--- src/rtl/sng_pkg.sv ---
// ----------------------------------------------------------------------------
// sng_pkg
// Shared types, constants and the microcode program of the stereo noise gate.
// ----------------------------------------------------------------------------
package sng_pkg;

  // default data widths
  localparam int SAMPLE_BITS = 16;
  localparam int HOLD_BITS   = 20;

  // fixed point
  localparam int ENV_W      = 32;
  localparam int GAIN_W     = 17;
  localparam int COEF_W     = 16;
  localparam int THR_W      = 16;
  localparam int HOLD_CFG_W = 20;
  localparam int GAIN_FRAC  = 16;
  localparam int THR_CMP_W  = THR_W + ENV_W;

  localparam logic [GAIN_W-1:0] UNITY_GAIN = 17'h10000;
  localparam int unsigned       ROUND_HALF = 32768;

  // shared multiplier operand widths
  localparam int MUL_A_W = ENV_W + 2;
  localparam int MUL_B_W = GAIN_W + 1;
  localparam int PROD_W  = MUL_A_W + MUL_B_W;

  // configuration port
  localparam int CFG_IDX_W  = 3;
  localparam int CFG_DATA_W = 20;

  localparam logic [CFG_IDX_W-1:0] REG_THRESHOLD    = 3'd0;
  localparam logic [CFG_IDX_W-1:0] REG_FLOOR_GAIN   = 3'd1;
  localparam logic [CFG_IDX_W-1:0] REG_GAIN_ATTACK  = 3'd2;
  localparam logic [CFG_IDX_W-1:0] REG_GAIN_RELEASE = 3'd3;
  localparam logic [CFG_IDX_W-1:0] REG_HOLD_COUNT   = 3'd4;
  localparam logic [CFG_IDX_W-1:0] REG_ENV_ATTACK   = 3'd5;
  localparam logic [CFG_IDX_W-1:0] REG_ENV_RELEASE  = 3'd6;

  localparam logic [THR_W-1:0]      THRESHOLD_RST    = 16'd1036;
  localparam logic [GAIN_W-1:0]     FLOOR_GAIN_RST   = 17'd0;
  localparam logic [COEF_W-1:0]     GAIN_ATTACK_RST  = 16'd64173;
  localparam logic [COEF_W-1:0]     GAIN_RELEASE_RST = 16'd65399;
  localparam logic [HOLD_CFG_W-1:0] HOLD_COUNT_RST   = 20'd2400;
  localparam logic [COEF_W-1:0]     ENV_ATTACK_RST   = 16'd53300;
  localparam logic [COEF_W-1:0]     ENV_RELEASE_RST  = 16'd65400;

  localparam logic [GAIN_W-1:0] GAIN_RST =
    (FLOOR_GAIN_RST > UNITY_GAIN) ? UNITY_GAIN : FLOOR_GAIN_RST;

  // sequencer steps
  localparam int STEP_W = 4;
  localparam logic [STEP_W-1:0] STEP_IDLE      = 4'd0;
  localparam logic [STEP_W-1:0] STEP_ENV_MUL   = 4'd1;
  localparam logic [STEP_W-1:0] STEP_ENV_UPD   = 4'd2;
  localparam logic [STEP_W-1:0] STEP_GATE      = 4'd3;
  localparam logic [STEP_W-1:0] STEP_GAIN_MUL  = 4'd4;
  localparam logic [STEP_W-1:0] STEP_GAIN_UPD  = 4'd5;
  localparam logic [STEP_W-1:0] STEP_LEFT_MUL  = 4'd6;
  localparam logic [STEP_W-1:0] STEP_RIGHT_MUL = 4'd7;
  localparam logic [STEP_W-1:0] STEP_OUT       = 4'd8;

  typedef enum logic [2:0] {
    MUL_NONE,
    MUL_ENV,
    MUL_GAIN,
    MUL_LEFT,
    MUL_RIGHT
  } mul_sel_e;

  typedef enum logic [1:0] {
    COND_NONE,
    COND_IN,
    COND_OUT
  } cond_e;

  typedef struct packed {
    mul_sel_e          mul_sel;
    logic              ld_env;
    logic              gate_upd;
    logic              ld_gain;
    logic              ld_left;
    logic              push;
    cond_e             cond;
    logic              jmp_en;
    logic [STEP_W-1:0] jmp_tgt;
  } ctrl_t;

  typedef struct packed {
    logic in_valid;
    logic out_free;
  } status_t;

  // microcode rom
  function automatic ctrl_t ucode(input logic [STEP_W-1:0] step);
    ctrl_t w;
    w         = '0;
    w.mul_sel = MUL_NONE;
    w.cond    = COND_NONE;
    case (step)
      STEP_IDLE:      w.cond     = COND_IN;
      STEP_ENV_MUL:   w.mul_sel  = MUL_ENV;
      STEP_ENV_UPD:   w.ld_env   = 1'b1;
      STEP_GATE:      w.gate_upd = 1'b1;
      STEP_GAIN_MUL:  w.mul_sel  = MUL_GAIN;
      STEP_GAIN_UPD:  w.ld_gain  = 1'b1;
      STEP_LEFT_MUL:  w.mul_sel  = MUL_LEFT;
      STEP_RIGHT_MUL: begin
        w.mul_sel = MUL_RIGHT;
        w.ld_left = 1'b1;
      end
      STEP_OUT: begin
        w.push    = 1'b1;
        w.cond    = COND_OUT;
        w.jmp_en  = 1'b1;
        w.jmp_tgt = STEP_IDLE;
      end
      default: begin
        w.jmp_en  = 1'b1;
        w.jmp_tgt = STEP_IDLE;
      end
    endcase
    return w;
  endfunction

endpackage

--- src/rtl/sng_if.sv ---
// ----------------------------------------------------------------------------
// sng_if
// Frame channels of the stereo noise gate: input frames and gated frames.
// ----------------------------------------------------------------------------
interface sng_in_if #(
  parameter int SAMPLE_BITS = sng_pkg::SAMPLE_BITS
);
  logic                          valid;
  logic                          ready;
  logic signed [SAMPLE_BITS-1:0] left_in;
  logic signed [SAMPLE_BITS-1:0] right_in;
  logic                          block_last;

  modport source (output valid, left_in, right_in, block_last, input ready);
  modport sink   (input valid, left_in, right_in, block_last, output ready);
endinterface

interface sng_out_if #(
  parameter int SAMPLE_BITS = sng_pkg::SAMPLE_BITS
);
  logic                          valid;
  logic                          ready;
  logic signed [SAMPLE_BITS-1:0] left_out;
  logic signed [SAMPLE_BITS-1:0] right_out;
  logic                          gate_is_open;
  logic                          block_last_out;

  modport source (output valid, left_out, right_out, gate_is_open, block_last_out,
                  input ready);
  modport sink   (input valid, left_out, right_out, gate_is_open, block_last_out,
                  output ready);
endinterface

--- src/rtl/sng_seq.sv ---
// ----------------------------------------------------------------------------
// sng_seq
// Step counter and microcode rom; stalls on a step until its condition holds.
// ----------------------------------------------------------------------------
module sng_seq (
  input  logic             clk_i,
  input  logic             rst_ni,
  input  sng_pkg::status_t status_i,
  output sng_pkg::ctrl_t   ctrl_o
);

  logic [sng_pkg::STEP_W-1:0] step_q, step_d;
  logic                       cond_met;

  assign ctrl_o = sng_pkg::ucode(step_q);

  always_comb begin
    case (ctrl_o.cond)
      sng_pkg::COND_NONE: cond_met = 1'b1;
      sng_pkg::COND_IN:   cond_met = status_i.in_valid;
      sng_pkg::COND_OUT:  cond_met = status_i.out_free;
      default:            cond_met = 1'b1;
    endcase
  end

  always_comb begin
    if (!cond_met) begin
      step_d = step_q;
    end else if (ctrl_o.jmp_en) begin
      step_d = ctrl_o.jmp_tgt;
    end else begin
      step_d = step_q + 1'b1;
    end
  end

  always_ff @(posedge clk_i or negedge rst_ni) begin
    if (!rst_ni) begin
      step_q <= sng_pkg::STEP_IDLE;
    end else begin
      step_q <= step_d;
    end
  end

endmodule

--- src/rtl/stereo_noise_gate_core.sv ---
// ----------------------------------------------------------------------------
// stereo_noise_gate_core
// Stereo noise gate: peak envelope, hold timer, smoothed gate gain.
// ----------------------------------------------------------------------------
// Usage
//   in_if carries one stereo frame per word (left, right, block marker);
//   out_if returns the gated frame, the gate state and the marker copy.
//   Both are valid/ready channels; a word moves when both are high.
//   Configuration goes through cfg_we_i / cfg_idx_i / cfg_data_i while the
//   block is idle; unknown indexes are dropped.
// Timing
//   A frame runs through a 9-step microcode program on one shared
//   34x18 multiplier (envelope, gain, left, right): take, envelope
//   multiply and update, gate, gain multiply and update, left and right
//   multiply, push. A new frame is taken only back at the idle step.
// Reset
//   Configuration registers take their default values; envelope, hold timer
//   and gate flag clear and the gain starts at the saturated floor gain.
// Backpressure
//   A held output word stalls the program at its last step; input is taken
//   again once that word is gone.
// ----------------------------------------------------------------------------
module stereo_noise_gate_core #(
  parameter int SAMPLE_BITS = sng_pkg::SAMPLE_BITS,
  parameter int HOLD_BITS   = sng_pkg::HOLD_BITS
) (
  input  logic                            clk_i,
  input  logic                            rst_ni,
  input  logic                            cfg_we_i,
  input  logic [sng_pkg::CFG_IDX_W-1:0]   cfg_idx_i,
  input  logic [sng_pkg::CFG_DATA_W-1:0]  cfg_data_i,
  sng_in_if.sink                          in_if,
  sng_out_if.source                       out_if
);

  localparam int EnvFrac  = sng_pkg::ENV_W - SAMPLE_BITS;
  localparam int HoldExtW = (HOLD_BITS > sng_pkg::HOLD_CFG_W) ? HOLD_BITS
                                                             : sng_pkg::HOLD_CFG_W;
  localparam int MulAW    = sng_pkg::MUL_A_W;
  localparam int MulBW    = sng_pkg::MUL_B_W;
  localparam int ProdW    = sng_pkg::PROD_W;
  localparam int EnvW     = sng_pkg::ENV_W;
  localparam int GainW    = sng_pkg::GAIN_W;

  // configuration registers
  logic [sng_pkg::THR_W-1:0]      thr_q;
  logic [GainW-1:0]               floor_q;
  logic [sng_pkg::COEF_W-1:0]     gatk_q, grel_q, eatk_q, erel_q;
  logic [sng_pkg::HOLD_CFG_W-1:0] hold_cnt_q;

  // frame and state
  logic signed [SAMPLE_BITS-1:0] left_q, right_q, left_res_q;
  logic                          last_q;
  logic [EnvW-1:0]               env_q;
  logic [GainW-1:0]              gain_q, target_q;
  logic [HOLD_BITS-1:0]          hold_q;
  logic                          open_q;
  logic signed [ProdW-1:0]       prod_q;

  // output register
  logic                          out_valid_q;
  logic signed [SAMPLE_BITS-1:0] out_left_q, out_right_q;
  logic                          out_open_q, out_last_q;

  sng_pkg::ctrl_t   ctrl;
  sng_pkg::status_t status;
  logic             in_fire, out_free, push_fire;

  sng_seq u_seq (
    .clk_i    (clk_i),
    .rst_ni   (rst_ni),
    .status_i (status),
    .ctrl_o   (ctrl)
  );

  assign in_if.ready     = (ctrl.cond == sng_pkg::COND_IN);
  assign in_fire         = in_if.valid && in_if.ready;
  assign out_free        = !out_valid_q || out_if.ready;
  assign push_fire       = ctrl.push && out_free;
  assign status.in_valid = in_if.valid;
  assign status.out_free = out_free;

  always_ff @(posedge clk_i or negedge rst_ni) begin
    if (!rst_ni) begin
      thr_q      <= sng_pkg::THRESHOLD_RST;
      floor_q    <= sng_pkg::FLOOR_GAIN_RST;
      gatk_q     <= sng_pkg::GAIN_ATTACK_RST;
      grel_q     <= sng_pkg::GAIN_RELEASE_RST;
      hold_cnt_q <= sng_pkg::HOLD_COUNT_RST;
      eatk_q     <= sng_pkg::ENV_ATTACK_RST;
      erel_q     <= sng_pkg::ENV_RELEASE_RST;
    end else if (cfg_we_i) begin
      case (cfg_idx_i)
        sng_pkg::REG_THRESHOLD:    thr_q      <= cfg_data_i[sng_pkg::THR_W-1:0];
        sng_pkg::REG_FLOOR_GAIN:   floor_q    <= cfg_data_i[GainW-1:0];
        sng_pkg::REG_GAIN_ATTACK:  gatk_q     <= cfg_data_i[sng_pkg::COEF_W-1:0];
        sng_pkg::REG_GAIN_RELEASE: grel_q     <= cfg_data_i[sng_pkg::COEF_W-1:0];
        sng_pkg::REG_HOLD_COUNT:   hold_cnt_q <= cfg_data_i[sng_pkg::HOLD_CFG_W-1:0];
        sng_pkg::REG_ENV_ATTACK:   eatk_q     <= cfg_data_i[sng_pkg::COEF_W-1:0];
        sng_pkg::REG_ENV_RELEASE:  erel_q     <= cfg_data_i[sng_pkg::COEF_W-1:0];
        default: ;
      endcase
    end
  end

  // peak magnitude scaled to envelope units
  logic [SAMPLE_BITS-1:0] mag_l, mag_r, mag_pk;
  logic [EnvW-1:0]        peak;

  assign mag_l  = left_q[SAMPLE_BITS-1]  ? SAMPLE_BITS'(-left_q)  : SAMPLE_BITS'(left_q);
  assign mag_r  = right_q[SAMPLE_BITS-1] ? SAMPLE_BITS'(-right_q) : SAMPLE_BITS'(right_q);
  assign mag_pk = (mag_l > mag_r) ? mag_l : mag_r;
  assign peak   = EnvW'(mag_pk) << EnvFrac;

  // derived limits
  logic [GainW-1:0]                 floor_sat;
  logic [HoldExtW-1:0]              hold_ext, hold_max_ext, hold_sat_ext;
  logic [sng_pkg::THR_CMP_W-1:0]    thr_wide;

  assign floor_sat    = (floor_q > sng_pkg::UNITY_GAIN) ? sng_pkg::UNITY_GAIN : floor_q;
  assign hold_ext     = HoldExtW'(hold_cnt_q);
  assign hold_max_ext = HoldExtW'({HOLD_BITS{1'b1}});
  assign hold_sat_ext = (hold_ext > hold_max_ext) ? hold_max_ext : hold_ext;
  assign thr_wide     = sng_pkg::THR_CMP_W'(thr_q) << EnvFrac;

  // shared multiplier: smoothing is T + c*(old - T), rounded
  logic signed [MulAW-1:0] mul_a;
  logic signed [MulBW-1:0] mul_b;
  logic signed [MulAW-1:0] env_diff;
  logic signed [MulBW-1:0] gain_diff;
  logic [sng_pkg::COEF_W-1:0] env_coef, gain_coef;

  assign env_diff  = $signed({2'b00, env_q}) - $signed({2'b00, peak});
  assign gain_diff = $signed({1'b0, gain_q}) - $signed({1'b0, target_q});
  assign env_coef  = (peak > env_q) ? eatk_q : erel_q;
  assign gain_coef = (target_q > gain_q) ? gatk_q : grel_q;

  always_comb begin
    case (ctrl.mul_sel)
      sng_pkg::MUL_ENV: begin
        mul_a = env_diff;
        mul_b = $signed({2'b00, env_coef});
      end
      sng_pkg::MUL_GAIN: begin
        mul_a = MulAW'(gain_diff);
        mul_b = $signed({2'b00, gain_coef});
      end
      sng_pkg::MUL_LEFT: begin
        mul_a = MulAW'(left_q);
        mul_b = $signed({1'b0, gain_q});
      end
      sng_pkg::MUL_RIGHT: begin
        mul_a = MulAW'(right_q);
        mul_b = $signed({1'b0, gain_q});
      end
      default: begin
        mul_a = '0;
        mul_b = '0;
      end
    endcase
  end

  logic signed [ProdW-1:0] prod_rnd, env_sum, gain_sum;

  assign prod_rnd = (prod_q + $signed(ProdW'(sng_pkg::ROUND_HALF))) >>> sng_pkg::GAIN_FRAC;
  assign env_sum  = $signed(ProdW'(peak)) + prod_rnd;
  assign gain_sum = $signed(ProdW'(target_q)) + prod_rnd;

  // datapath payload
  always_ff @(posedge clk_i) begin
    if (in_fire) begin
      left_q  <= in_if.left_in;
      right_q <= in_if.right_in;
      last_q  <= in_if.block_last;
    end
    if (ctrl.mul_sel != sng_pkg::MUL_NONE) begin
      prod_q <= mul_a * mul_b;
    end
    if (ctrl.ld_left) begin
      left_res_q <= prod_rnd[SAMPLE_BITS-1:0];
    end
  end

  // filter and gate state
  always_ff @(posedge clk_i or negedge rst_ni) begin
    if (!rst_ni) begin
      env_q    <= '0;
      gain_q   <= sng_pkg::GAIN_RST;
      hold_q   <= '0;
      open_q   <= 1'b0;
      target_q <= '0;
    end else begin
      if (ctrl.ld_env) begin
        env_q <= env_sum[EnvW-1:0];
      end
      if (ctrl.gate_upd) begin
        if (sng_pkg::THR_CMP_W'(env_q) > thr_wide) begin
          open_q   <= 1'b1;
          hold_q   <= hold_sat_ext[HOLD_BITS-1:0];
          target_q <= sng_pkg::UNITY_GAIN;
        end else if (hold_q != '0) begin
          hold_q   <= hold_q - 1'b1;
          target_q <= sng_pkg::UNITY_GAIN;
        end else begin
          open_q   <= 1'b0;
          target_q <= floor_sat;
        end
      end
      if (ctrl.ld_gain) begin
        gain_q <= gain_sum[GainW-1:0];
      end
    end
  end

  // output register
  always_ff @(posedge clk_i or negedge rst_ni) begin
    if (!rst_ni) begin
      out_valid_q <= 1'b0;
    end else if (push_fire) begin
      out_valid_q <= 1'b1;
    end else if (out_if.ready) begin
      out_valid_q <= 1'b0;
    end
  end

  always_ff @(posedge clk_i) begin
    if (push_fire) begin
      out_left_q  <= left_res_q;
      out_right_q <= prod_rnd[SAMPLE_BITS-1:0];
      out_open_q  <= open_q;
      out_last_q  <= last_q;
    end
  end

  assign out_if.valid          = out_valid_q;
  assign out_if.left_out       = out_left_q;
  assign out_if.right_out      = out_right_q;
  assign out_if.gate_is_open   = out_open_q;
  assign out_if.block_last_out = out_last_q;

  // checks
  a_hold_implies_open: assert property (@(posedge clk_i) disable iff (!rst_ni)
    (hold_q != '0) |-> open_q)
    else $error("hold timer running with gate closed");

  a_gain_bounded: assert property (@(posedge clk_i) disable iff (!rst_ni)
    ctrl.ld_gain |=> (gain_q <= sng_pkg::UNITY_GAIN))
    else $error("gate gain above unity");

  a_one_frame: assert property (@(posedge clk_i) disable iff (!rst_ni)
    in_fire |=> !in_if.ready)
    else $error("second frame taken while one is in work");

  a_result_step: assert property (@(posedge clk_i) disable iff (!rst_ni)
    in_fire |-> ##8 ctrl.push)
    else $error("program did not reach the output step on time");

endmodule
--- src/flat_wrapper.sv ---
// flat-port wrapper written by rule: the top's interface ports become plain ports
module stereo_noise_gate_core_flat 
#(
  parameter int SAMPLE_BITS = sng_pkg::SAMPLE_BITS,
  parameter int HOLD_BITS   = sng_pkg::HOLD_BITS
)
  (clk_i, rst_ni, cfg_we_i, cfg_idx_i, cfg_data_i, in_if_valid, in_if_left_in, in_if_right_in, in_if_block_last, in_if_ready, out_if_valid, out_if_left_out, out_if_right_out, out_if_gate_is_open, out_if_block_last_out, out_if_ready);
  sng_in_if #(.SAMPLE_BITS(SAMPLE_BITS)) in_if_i ();
  sng_out_if #(.SAMPLE_BITS(SAMPLE_BITS)) out_if_i ();
  input  logic clk_i;
  input  logic rst_ni;
  input  logic cfg_we_i;
  input  logic [sng_pkg::CFG_IDX_W-1:0] cfg_idx_i;
  input  logic [sng_pkg::CFG_DATA_W-1:0] cfg_data_i;
  input wire logic [$bits(in_if_i.valid)-1:0] in_if_valid;
  input wire logic [$bits(in_if_i.left_in)-1:0] in_if_left_in;
  input wire logic [$bits(in_if_i.right_in)-1:0] in_if_right_in;
  input wire logic [$bits(in_if_i.block_last)-1:0] in_if_block_last;
  output wire logic [$bits(in_if_i.ready)-1:0] in_if_ready;
  output wire logic [$bits(out_if_i.valid)-1:0] out_if_valid;
  output wire logic [$bits(out_if_i.left_out)-1:0] out_if_left_out;
  output wire logic [$bits(out_if_i.right_out)-1:0] out_if_right_out;
  output wire logic [$bits(out_if_i.gate_is_open)-1:0] out_if_gate_is_open;
  output wire logic [$bits(out_if_i.block_last_out)-1:0] out_if_block_last_out;
  input wire logic [$bits(out_if_i.ready)-1:0] out_if_ready;
  assign in_if_i.valid = in_if_valid;
  assign in_if_i.left_in = in_if_left_in;
  assign in_if_i.right_in = in_if_right_in;
  assign in_if_i.block_last = in_if_block_last;
  assign in_if_ready = in_if_i.ready;
  assign out_if_valid = out_if_i.valid;
  assign out_if_left_out = out_if_i.left_out;
  assign out_if_right_out = out_if_i.right_out;
  assign out_if_gate_is_open = out_if_i.gate_is_open;
  assign out_if_block_last_out = out_if_i.block_last_out;
  assign out_if_i.ready = out_if_ready;
  stereo_noise_gate_core #(.SAMPLE_BITS(SAMPLE_BITS), .HOLD_BITS(HOLD_BITS)) u_core (.clk_i(clk_i), .rst_ni(rst_ni), .cfg_we_i(cfg_we_i), .cfg_idx_i(cfg_idx_i), .cfg_data_i(cfg_data_i), .in_if(in_if_i), .out_if(out_if_i));
endmodule
--- config.mk ---
export PLATFORM = sky130hd
export DESIGN_NAME = stereo_noise_gate_core_flat
export DESIGN_NICKNAME = d
export VERILOG_FILES = /design/src/rtl/sng_pkg.sv /design/src/rtl/sng_if.sv /design/src/rtl/sng_seq.sv /design/src/rtl/stereo_noise_gate_core.sv /design/src/flat_wrapper.sv
export SDC_FILE = /design/constraint.sdc
export NUM_CORES = 2
export LEC_CHECK = 0
export BUFFER_PORTS_ARGS = -buffer_cell sky130_fd_sc_hd__buf_4
export CAP_MARGIN = 10
export CORE_ASPECT_RATIO = 2
export CORE_UTILIZATION = 45
export CTS_CLUSTER_DIAMETER = 100
export DETAILED_ROUTE_END_ITERATION = 16
export GPL_ROUTABILITY_DRIVEN = 0
export MAX_ROUTING_LAYER = met4
export PLACE_DENSITY_LB_ADDON = 0.12
export SETUP_SLACK_MARGIN = 0.3
export SLEW_MARGIN = 15
export SYNTH_ARGS = -nofsm -noshare
export SYNTH_HDL_FRONTEND = slang
export SYNTH_SLANG_ARGS = --single-unit
--- constraint.sdc ---
create_clock -name clk_i -period 18.6 [get_ports clk_i]
set_clock_uncertainty 0.15 [all_clocks]
set_input_delay 4.65 -clock clk_i [delete_from_list [all_inputs] [get_ports clk_i]]
set_output_delay 4.65 -clock clk_i [all_outputs]
set_load 0.02 [all_outputs]
* Word level (Yosys, flattened, before mapping)
Cells that the tools add are included.
** Storage, ports and cells
- Output and inout port bits :: 36
- Logic and storage cells :: 108
- Register bits :: 340
** Operators by class
- $lt $le $gt $ge :: 6
- Reductions and logical operators :: 21
- Equal/unequal tests :: 21
- $mul :: 1
- Muxes and demuxes :: 27
- $add $sub $neg :: 9
** Operator list (count)
- $pmux 34 s4 :: 1
- $mux 16 :: 5
- $gt 32x32->1 :: 2
- $mux 20 :: 3
- $mux 17 :: 3
- $pmux 17 s3 :: 1
- $add 48x17->48 const B :: 1
- $mul 34x18->48 :: 1
- $sub 32x32->33 :: 1
- $add 32x32->32 :: 1
- $neg 16->16 :: 2
- $gt 20x20->1 const B :: 1
- $reduce_bool 20->1 :: 1
- $sub 20x1->20 const B :: 1
- $reduce_and 2->1 :: 9
- $sub 17x17->18 :: 1
- $add 17x17->17 :: 1
- $gt 17x17->1 :: 1
- $gt 17x17->1 const B :: 1
- $eq 4x3->1 const B :: 4
- $gt 16x16->1 :: 1
- $eq 3x2->1 const B :: 4
- $eq 3x3->1 const B :: 4
- $pmux 3 s4 :: 1
- other kinds (22) :: 34

* Longest topological paths before layout
- Depth in word-level cells :: 8
- Mapped depth :: 57

* Modules after synthesis
Synthesis repeated with hierarchy kept, for this count alone.
** Second synthesis, totals
- Cells, all modules :: 3751
- Area, all modules :: 36456.2 µm²
** Modules (own cells, without submodules)
- stereo_noise_gate_core :: sequential area each 8675.8 µm², cells each 3698, times used 1, area each 35989.5 µm²
- sng_seq :: sequential area each 100.1 µm², cells each 53, times used 1, area each 466.7 µm²

* Least setup slack after synthesis
Ideal clock, no wire load.
- Kind :: reg2reg
- Start :: reg u_core.right_q[5]
- End :: reg u_core.prod_q[47] (data pin)
- Library setup time :: 260 ps
- Buffers on the path :: 3
- Data required time :: 18190 ps
- Setup slack :: 4941 ps
- Cell stages (with the launch flop) :: 51
- Arrival :: 13249 ps
- Clock period less this slack :: 13659 ps
- Cells stage by stage :: edfxtp_1 > or4_1 > or2_2 > or3_1 > o31ai_1 > xor2_1 > ha_1 > and4_1 > nand2_1 > or4_1 > or2_1 > buf_2 > nand2_1 > clkbuf_1 > nand2_1 > o21ai_0 > ha_1 > a21o_1 > [15 not listed] > fa_1 > fa_1 > inv_1 > fa_1 > inv_1 > ha_1 > o21a_1 > o21a_1 > o221ai_1 > a21oi_1 > o21ai_0 > a22oi_1 > o41ai_1 > a21oi_1 > or2_2 > a221oi_1 > xnor3_1 > xnor2_1
** On the way
- Word-level cells in the longest chain between the ends :: 8
- Elaborated cells between the ends (all ways) :: 10
- Those cells by class :: add/sub (2); mul (1); order compare (2); mux (5)
** RTL lines
- start, declared :: line stereo_noise_gate_core.sv:52 : logic signed [SAMPLE_BITS-1:0] left_q, right_q, left_res_q;
- start signal, assigned :: line stereo_noise_gate_core.sv:173 : right_q <= in_if.right_in;
- $neg 16->16 :: line stereo_noise_gate_core.sv:111 : assign mag_r = right_q[SAMPLE_BITS-1] ? SAMPLE_BITS'(-right_q) : SAMPLE_BITS'(right_q);
- $mux 16 :: line stereo_noise_gate_core.sv:111
- $gt 16x16->1 :: line stereo_noise_gate_core.sv:112 : assign mag_pk = (mag_l > mag_r) ? mag_l : mag_r;
- $mux 16 :: line stereo_noise_gate_core.sv:112
- $gt 32x32->1 :: line stereo_noise_gate_core.sv:135 : assign env_coef = (peak > env_q) ? eatk_q : erel_q;
- $mux 16 :: line stereo_noise_gate_core.sv:135
- $pmux 17 s3 :: line stereo_noise_gate_core.sv:139 : case (ctrl.mul_sel)
- $mul 34x18->48 * :: line stereo_noise_gate_core.sv:177 : prod_q <= mul_a * mul_b;
- end signal, assigned :: line stereo_noise_gate_core.sv:177
- end, declared :: line stereo_noise_gate_core.sv:58 : logic signed [ProdW-1:0] prod_q;
Mark *: on every way between the ends. The rest lies on a longest branch, timed or not.
A chain may end at the register's enable or synchronous reset.

* Worst setup path in the final report
Same ends and word-level chain as after synthesis.

==> parameters.txt <==
Parameter                              Value

Critical path
  Slowest-stage cell, CP    or4_1
  Depth of the most critical reg-to-reg path    53
  Crit Path Category    reg -> reg
  Largest fanout on the critical path    34
  Crit-path max cell delay    0.64 ns
  Reg2Reg Setup Slack    3.14 ns
  Reg2reg end    u_core.prod_q[47]
  Type of origin of the critical path    flop
  Top cell by count, worst path    fa_1
  Kind of end point of the critical path    flop
  Required time of the critical path    18.79 ns
  Worst R2R Start    u_core.right_q[5]
  Arrival time worst endpoint    15.65 ns

Timing
  Final count of pins violating max slew    0
  Max Clk Rate    64.7 MHz
  Fin worst setup slack    3.14 ns
  Final setup violation count    0
  Slew margin rel.    12.1%
  Post-layout min period    15.46 ns
  Actual transition at the worst max-transition pin    1.32 ns
  Setup repair after global routing missed its margin    no
  Post-route fraction of the period consumed by the critical path    83.1%
  Count of endpoints failing hold in the final timing report    0
  Post-Route Setup TNS    0 ns

Clock tree
  Clk Latency, worst-skew pair    0.62 ns
  Number of buffers created by CTS    30
  Number of sinks on the clock net    325
  Number of hold buffers added after cts    0
  Post-CTS Setup Repair Bufs    0
  Library cell used as clock root buffer    clkbuf_16
  Resize count post-CTS    0
  Clock edge transition at the registers on the reported setup and hold paths    0.07 ns
  H-tree level count    1
  Clock tree from TritonCTS    built
  Clock Path Buffers    3

Layout
  Number of cells in the finished layout apart from fillers    4836
  Number of antenna diodes    0
  Synth-to-layout area growth    8.69%
  Net count of the finished layout    4568
  Footprint of the flip-flops and latches    8780 um^2
  Multi-input gate area in the final layout    24500 um^2
  Number of fill cells in the layout    7598
  Share of final-layout standard cells stronger than drive strength 1    12.6%

Drt
  DR pass1 iterations    7
  Total number of vias    27556
  Drt total wl    124000 um
  Drc violations    0
  1st-iter DRT viols    1648
  Antenna viol nets, final    0
  Via-per-instance ratio    5.70
  Detailed-route wire length per cell    25.6 um

Synth
  Share of synthesized registers carrying an async set or reset    64.3%
  Cell Area, Synth    36100 um^2
  Mean cell area of the mapped netlist    9.70 um^2
  Main synth FF type    dfrtp_1
  Portion of the post-synthesis area used by sequential elements    24.3%
  Unique cell type count in the Yosys netlist    82
  Post-synthesis sequential element count    325
  Synthesis Warnings    0
  Cells after Synth    3725
  Synthesized Nets    4517
  Number of flops mapped to enable cells by yosys    116

Placement
  Minimum setup slack after placement    3.27 ns
  Input/output buffers    96
  Placed Instances    4780
  DP HPWL    99200 um

Global route
  Number of global-route vias before repair    29548
  Antenna violations before repair    0
  Total Routing Usage GR    31.8%
  Global-route wire length before repair    183000 um
  Largest net degree at the start of global routing    90
  GRT overflow    0

Floorplanning
  Std-Cell Core Area    79300 um^2
  Die outline height    403 um
  Overall die area    81500 um^2
  Number of primary I/O pins    97
  Die width    202 um
  FP Rows    146
  Starting density of the core    45.6%

Min path
  Worst hold path endpoint    u_core.out_if.left_out[4]
  Hold crit path type    reg -> reg
  WHS Path Cells    0
  Start point of the worst hold path    u_core.left_res_q[4]

Status
  Result of the run    complete, no violations

Flow run
  # Max-Cap Violations    0
-- sequential cells by signal (all words and copies together), names as in the netlist, 17 cells and up --
| register | flops |
|---|---|
| u_core.floor_q | 17 |
| u_core.env_q | 32 |
| u_core.hold_q | 20 |
| u_core.prod_q | 33 |
| u_core.hold_cnt_q | 20 |
| u_core.target_q | 17 |
| u_core.gain_q | 17 |
-- how the worst max path moves through the flow --
| stage | from | endpoint | slack, ns |
|---|---|---|---|
| finish | u_core.right_q[5] | u_core.prod_q[47] | 3.14 |
| global route | u_core.right_q[5] | u_core.prod_q[47] | 2.23 |
| CTS | u_core.right_q[5] | u_core.prod_q[47] | 3.20 |
| detailed placement | u_core.right_q[5] | u_core.prod_q[47] | 3.27 |
| global placement | u_core.right_q[5] | u_core.prod_q[47] | 3.52 |
| floorplan | u_core.right_q[5] | u_core.prod_q[47] | 4.94 |
-- cell usage in the layout, fill, tap and decap left out, types with 8 or more instances in the layout --
| cell type | n |
|---|---|
| dfrtp_1 | 159 |
| a222oi_1 | 8 |
| a21o_1 | 46 |
| or3_1 | 14 |
| nor2b_1 | 37 |
| clkbuf_16 | 31 |
| nand2b_1 | 28 |
| nand4_1 | 19 |
| nand3_1 | 39 |
| o221a_2 | 10 |
| o21bai_1 | 13 |
| ha_1 | 213 |
| a211oi_1 | 11 |
| and2_1 | 36 |
| nor4_1 | 19 |
| fa_1 | 518 |
| a211o_1 | 8 |
| inv_1 | 636 |
| buf_4 | 170 |
| o21ai_0 | 129 |
| a21oi_1 | 112 |
| xnor2_1 | 90 |
| nor3_1 | 43 |
| dfstp_2 | 50 |
| edfxtp_1 | 116 |
| o221ai_2 | 12 |
| xor2_1 | 60 |
| o21ba_2 | 17 |
| a31oi_1 | 14 |
| mux2_2 | 127 |
| nor2_1 | 319 |
| mux2i_1 | 31 |
| o21a_1 | 26 |
| and4_1 | 9 |
| nand2_1 | 426 |
| or2_2 | 8 |
| and3_1 | 21 |
| a22o_1 | 17 |
| clkinv_2 | 8 |
| o31ai_1 | 12 |
-- through the flow --
| step | cell area (um^2) | util, % | hold slack [ns] |
|---|---|---|---|
| after floorplan | 36100 | - | 0.250 |
| after global placement | 38200 | 48.2 | 0.250 |
| after detailed placement | 38200 | 48.2 | 0.255 |
| after CTS | 39300 | 49.5 | 0.251 |
| after global routing | 39300 | 49.5 | 0.276 |
| final | 39300 | 49.5 | 0.253 |
-- cell families (layout without fill, tap and decap cells) --
kind of cell	count (synthesis)	in the layout	share of synthesized area, %
adder cells (fa/ha/maj)	731	731	36.1
AND/OR/NAND/NOR	1055	1055	13.1
buffers and inverters	788	863	8.29
multiplexers	159	159	4.85
AO/OA/AOI/OAI	516	516	9.71
flip-flops	325	325	24.3
XOR/XNOR	151	151	3.70
-- layout make-up --
| cell class | instances | area share [%] |
|---|---|---|
| well taps | 1036 | 3.30 |
| flip-flops and latches | 325 | 22.4 |
| clock inverters | 23 | 0.567 |
| repair buffers | 171 | 3.29 |
| inverters | 636 | 6.08 |
| clock buffers | 33 | 2.00 |
| multi-input cells | 2612 | 62.4 |
-- cells in the mapped netlist, types with 13 or more instances --
master    count  share of area, %
dfstp_2      50               3.6
and2_1       36              0.62
a21oi_1     113               1.6
o21ba_2      17              0.47
nand3_1      39              0.54
nand2b_1     28              0.49
inv_1       636               6.6
edfxtp_1    116               9.6
nand2_1     426               4.4
o31ai_1      13              0.27
xnor2_1      90               2.2
o21ai_0     131               1.8
or3_1        14              0.24
nor2b_1      38              0.66
nor3_1       46              0.64
nor2_1      320               3.3
o21bai_1     13              0.27
and3_1       21              0.36
o221ai_1     16              0.39
fa_1        518                29
a31oi_1      15              0.26
buf_2        25              0.35
a22o_1       17              0.41
nor4_1       19              0.33
clkbuf_1    116               1.2
o21a_1       26              0.54
a21o_1       46              0.96
nand4_1      19              0.33
ha_1        213               7.4
dfrtp_1     159                11
mux2i_1      31              0.86
a211oi_1     13              0.27
xor2_1       60               1.5
mux2_2      127               4.0
-- metal layers --
metal  track usage (%)  wire length [um]  vias to the layer above
li1                  -                 -                    12100
met1              29.6             38900                    14038
met2              58.0             66500                      953
met3              2.29              4440                      465
met4              28.1             13700                        0
met5                 -                 0                        -
-- worst max-delay path, delay by kind of cell, from the launching register on --
| family | cells | cell delay (ns) |
|---|---|---|
| AOI/OAI and AO/OA | 24 | 5.48 |
| xor gates and xnor gates | 3 | 0.76 |
| adders and majority gates | 9 | 4.03 |
| buffers and inverters | 7 | 1.11 |
| DFF | 1 | 0.51 |
| muxes | 1 | 0.36 |
| and+or+nand+nor | 9 | 2.70 |
Power is not shown: default switching activity piles up to over one toggle a cycle in this logic, so the estimate is an artifact.
